[src/hdl/cursor_linked_list_engine_assert.svh]
// Assertion macros for the cursor linked list engine.
`ifndef CURSOR_LINKED_LIST_ENGINE_ASSERT_SVH
`define CURSOR_LINKED_LIST_ENGINE_ASSERT_SVH

// Same-cycle implication, checked out of reset.
`define CLLE_ASSERT_IMPLY(label, ante, cons, msg) \
    label: assert property (@(posedge clk) disable iff (!rst_n) (ante) |-> (cons)) \
        else $error(msg);

// Next-cycle implication, checked out of reset.
`define CLLE_ASSERT_NEXT(label, ante, cons, msg) \
    label: assert property (@(posedge clk) disable iff (!rst_n) (ante) |=> (cons)) \
        else $error(msg);

`endif

[src/hdl/clle_pkg.sv]
// Package with command, status, state and cell operation codes.
`timescale 1ns / 1ps
package clle_pkg;

    localparam int CMD_W    = 2;
    localparam int POS_W    = 6;
    localparam int STATUS_W = 2;
    localparam int LEN_W    = 6;

    localparam logic [CMD_W-1:0] CMD_INSERT = 2'd0;
    localparam logic [CMD_W-1:0] CMD_DELETE = 2'd1;
    localparam logic [CMD_W-1:0] CMD_GET    = 2'd2;

    localparam logic [STATUS_W-1:0] STATUS_OK    = 2'd0;
    localparam logic [STATUS_W-1:0] STATUS_RANGE = 2'd1;
    localparam logic [STATUS_W-1:0] STATUS_FULL  = 2'd2;

    typedef enum logic [1:0] {
        ST_IDLE,
        ST_EXEC,
        ST_WALK,
        ST_OUT
    } state_t;

    typedef enum logic [1:0] {
        CELL_HOLD,
        CELL_INSERT,
        CELL_DELETE
    } cell_op_t;

endpackage

[src/hdl/clle_cell.sv]
// One list cell: holds the element at its position and one stage of the read chain.
`timescale 1ns / 1ps
module clle_cell
    import clle_pkg::*;
#(
    parameter int INDEX = 0,
    parameter int DW    = 32,
    parameter int TW    = 7
)
(
    input  logic          clk,
    input  cell_op_t      op,
    input  logic [TW-1:0] target,
    input  logic [DW-1:0] wr_data,
    input  logic [DW-1:0] left_value,
    input  logic [DW-1:0] right_value,
    input  logic [DW-1:0] rd_in,
    output logic [DW-1:0] value_out,
    output logic [DW-1:0] rd_out
);

    localparam logic [TW-1:0] MY_INDEX = TW'(INDEX);

    logic [DW-1:0] value_reg;
    logic [DW-1:0] value_next;
    logic [DW-1:0] rd_reg;
    logic [DW-1:0] rd_next;

    always_comb
    begin
        value_next = value_reg;
        unique case (op)
            CELL_HOLD:
            begin
                value_next = value_reg;
            end
            CELL_INSERT:
            begin
                if (MY_INDEX > target)
                begin
                    value_next = left_value;
                end
                else if (MY_INDEX == target)
                begin
                    value_next = wr_data;
                end
            end
            CELL_DELETE:
            begin
                if (MY_INDEX >= target)
                begin
                    value_next = right_value;
                end
            end
            default:
            begin
                value_next = value_reg;
            end
        endcase
        rd_next = (MY_INDEX == target) ? value_reg : rd_in;
    end

    always_ff @(posedge clk)
    begin
        value_reg <= value_next;
        rd_reg    <= rd_next;
    end

    assign value_out = value_reg;
    assign rd_out    = rd_reg;

endmodule

[config.mk]
export PLATFORM = sky130hd
export DESIGN_NAME = clle_cell
export DESIGN_NICKNAME = d
export VERILOG_FILES = /design/src/hdl/cursor_linked_list_engine_assert.svh /design/src/hdl/clle_pkg.sv /design/src/hdl/clle_cell.sv
export SDC_FILE = /design/constraint.sdc
export NUM_CORES = 1
export LEC_CHECK = 0
export BUFFER_PORTS_ARGS = -buffer_cell sky130_fd_sc_hd__buf_2
export CAP_MARGIN = 30
export CORE_UTILIZATION = 35
export CTS_CLUSTER_SIZE = 20
export DETAILED_ROUTE_END_ITERATION = 10
export GPL_TIMING_DRIVEN = 0
export PLACE_DENSITY_LB_ADDON = 0.12
export SLEW_MARGIN = 20
export SYNTH_ARGS = -nofsm -noshare
export SYNTH_HDL_FRONTEND = slang
export SYNTH_SLANG_ARGS = --single-unit
[constraint.sdc]
create_clock -name clk -period 3.88 [get_ports clk]
set_input_delay 1.164 -clock clk [delete_from_list [all_inputs] [get_ports clk]]
set_output_delay 1.164 -clock clk [all_outputs]
set_load 0.02 [all_outputs]
==> impl_metrics.yaml <==
floorplanning:
  die-area_um2: 7580
  die_height_um: 87.1
  die_w_um: 87.1
  io_pins: 202
  start_util: 0.367
  core_um2: 6910
  rows: 30
sta:
  rsz0062_at_grt: "false"
  skew_ns: 0.00855
  setup_viol: 0
  hold_slack_ns: 0.489
  hold_violations: 0
  post-route-min-period_ns: 2.57
  clock.fmax_ghz: 0.389
  tightest_slew_ns: 0.517
  max_slew_margin: 0.655
  period_share: 0.662
  slew_violations: 0
  layout_setup_ws_ns: 1.31
grt:
  grt_pass1_vias: 1857
  grt_overflow: 0
  track_usage: 0.152
  grt_max_degree: 18
  antenna_found_initial: 0
  grt_pass1_wl_um: 8400
clock_tree:
  cts.sinks: 64
  hold_buffers: 0
  cts_made_buffers: 9
  htreeDepth: 3
  clk_pin_slew_worst_paths_ns: 0.07
  ctsResizeCount: 0
  cts_tree: "done"
  cts_buffer_depth: 2
  root_buffer: "clkbuf_8"
  clock_latency_ns: 0.33
  postCtsSetupBuffers: 0
synthesis:
  synth_edf_count: 32
  synth_cell_types: 14
  synth_top_area_frac: 0.379
  synth-seq-cells: 64
  yosysTopAreaCell: "edfxtp_1"
  synth-seq-area-share: 0.632
  synthAdderAreaFrac: 0
  synthArstFlopShare: 0
  yosys-top-cells-count: "mux2_2, dfxtp_1, edfxtp_1"
  synth_nets: 279
  yosys.area_share.simple: 0.0133
  synthFlopType: "edfxtp_1"
  synth_compound_area_frac: 0
  synth_area_um2: 2530
  muxShareOfSynthArea: 0.327
  synth_cells: 141
  yosys-top-cells-area: "edfxtp_1, dfxtp_1, mux2_4"
  synth_xor_area_frac: 0.00346
  synth_top_family_by_area: "multiplexers"
  syn_avg_cell_area_um2: 18.0
  synth.most_common_cell: "mux2_2"
  yosysWarnings: 0
power_and_ir_drop:
  p_switching_w: 0.000307
  swShare: 0.215
  power.total_w: 0.00142
  p_int_w: 0.00112
  seqPwrFrac: 0.516
  clkPwrFrac: 0.368
  powerDensity_nw_per_um2: 384
  peakVddDrop_mv: 0.179
  share_comb_of_total_power: 0.116
  leakagePower_nw: 1.79
routing:
  drt_first_pass_iters: 3
  wl_per_cell_um: 13.1
  drtIter0Drc: 26
  vias_per_cell: 4.28
  drc: 0
  wl_um: 5530
  postRouteAntennaNets: 0
  num_vias: 1805
placement:
  place_congestion: 0.731
  dpl_cell_area_um2: 3530
  io_buffers: 169
  place_ws_ns: 0.923
  dpl.hpwl_um: 4330
worst_setup_path:
  crit_chain: "buf_2 > nor4_2 > nand2_2 > buf_6 > nor2_4 > buf_16"
  critical_path_class: "in2reg"
  critPathLaunchType: "input port"
  required_ns: 3.91
  endpoint_kind: "flip-flop"
  r2r_slack_ns: 3.09
  arrival_ns: 2.60
  timing.critical_path.buf_inv: 3
  worstPathMaxFanout: 17
  crit_family: "simple AND/OR/NAND/NOR gates"
  cp_slowest_cell: "nor2_4"
  cpPeakStageDelay_ns: 0.44
final_layout:
  area_growth_pct: 46.5
  nets: 460
  final_area_um2: 3710
  diodes: 0
  drive_above_1_share: 0.782
worst_hold_path:
  min_path_type: "reg2reg"
job:
  drv_cap: 0
run_status:
  outcome: "finished, final reports clean"
## power groups by stage
stage	registers, W	logic (W)	clock network, W
after floorplan	0.000777	0.0000615	0
after global placement	0.000750	0.000163	0
after detailed placement	0.000751	0.000167	0
after CTS	0.000736	0.000167	0.000546
after global routing	0.000737	0.000179	0.000581
final	0.000736	0.000165	0.000525
## kinds of logic after synthesis
logic type	count (synthesis)
buffers and inverters	7
XOR/XNOR	1
flip-flops	64
multiplexers	64
AND/OR/NAND/NOR	5
## metal layers
layer | wire length, um | vias to the layer above | GRT usage
li1 | - | 880 | -
met1 | 2140 | 814 | 0.167
met2 | 2770 | 98 | 0.252
met3 | 488 | 13 | 0.0588
met4 | 130 | 0 | 0.0848
met5 | 0 | - | 0
## final cells by class
cell class / count / area [um^2]
Fill cell: 649 / 3190
Sequential cell: 64 / 1600
Multi-Input combinational cell: 70 / 880
Timing Repair Buffer: 170 / 873
Clock buffer: 10 / 128
Tap cell: 96 / 120
Buffer: 7 / 60.1
Clock inverter: 5 / 50.0
## cells in the final DEF, fill, tap and decap left out, types with 2 or more instances in the layout
| master | count |
|---|---|
| buf_2 | 169 |
| buf_4 | 3 |
| buf_6 | 3 |
| clkbuf_1 | 2 |
| clkbuf_8 | 9 |
| clkinv_2 | 4 |
| dfxtp_1 | 32 |
| edfxtp_1 | 32 |
| mux2_1 | 2 |
| mux2_2 | 33 |
| mux2_4 | 29 |
## state kept, by name (all words and copies together), names as in the netlist
name and flops:
rd_out 32, value_out 32
## per-stage QoR
step	utilization	instances	TNS, ns
after floorplan	-	141	0
after global placement	0.507	406	-22.14
after detailed placement	0.512	407	0
after CTS	0.538	422	0
after global routing	0.538	422	0
final	0.538	422	0
## worst paths after layout
| kind | start | endpoint | depth (start not counted) |
|---|---|---|---|
| max | target[2] | value_out[24] | 6 |
| min | value_out[0] | rd_out[0] | 1 |
| max reg2reg | value_out[8] | rd_out[8] | 1 |
| min reg2reg | value_out[0] | rd_out[0] | 1 |
Note: power is estimated with default switching activity, not from simulation.
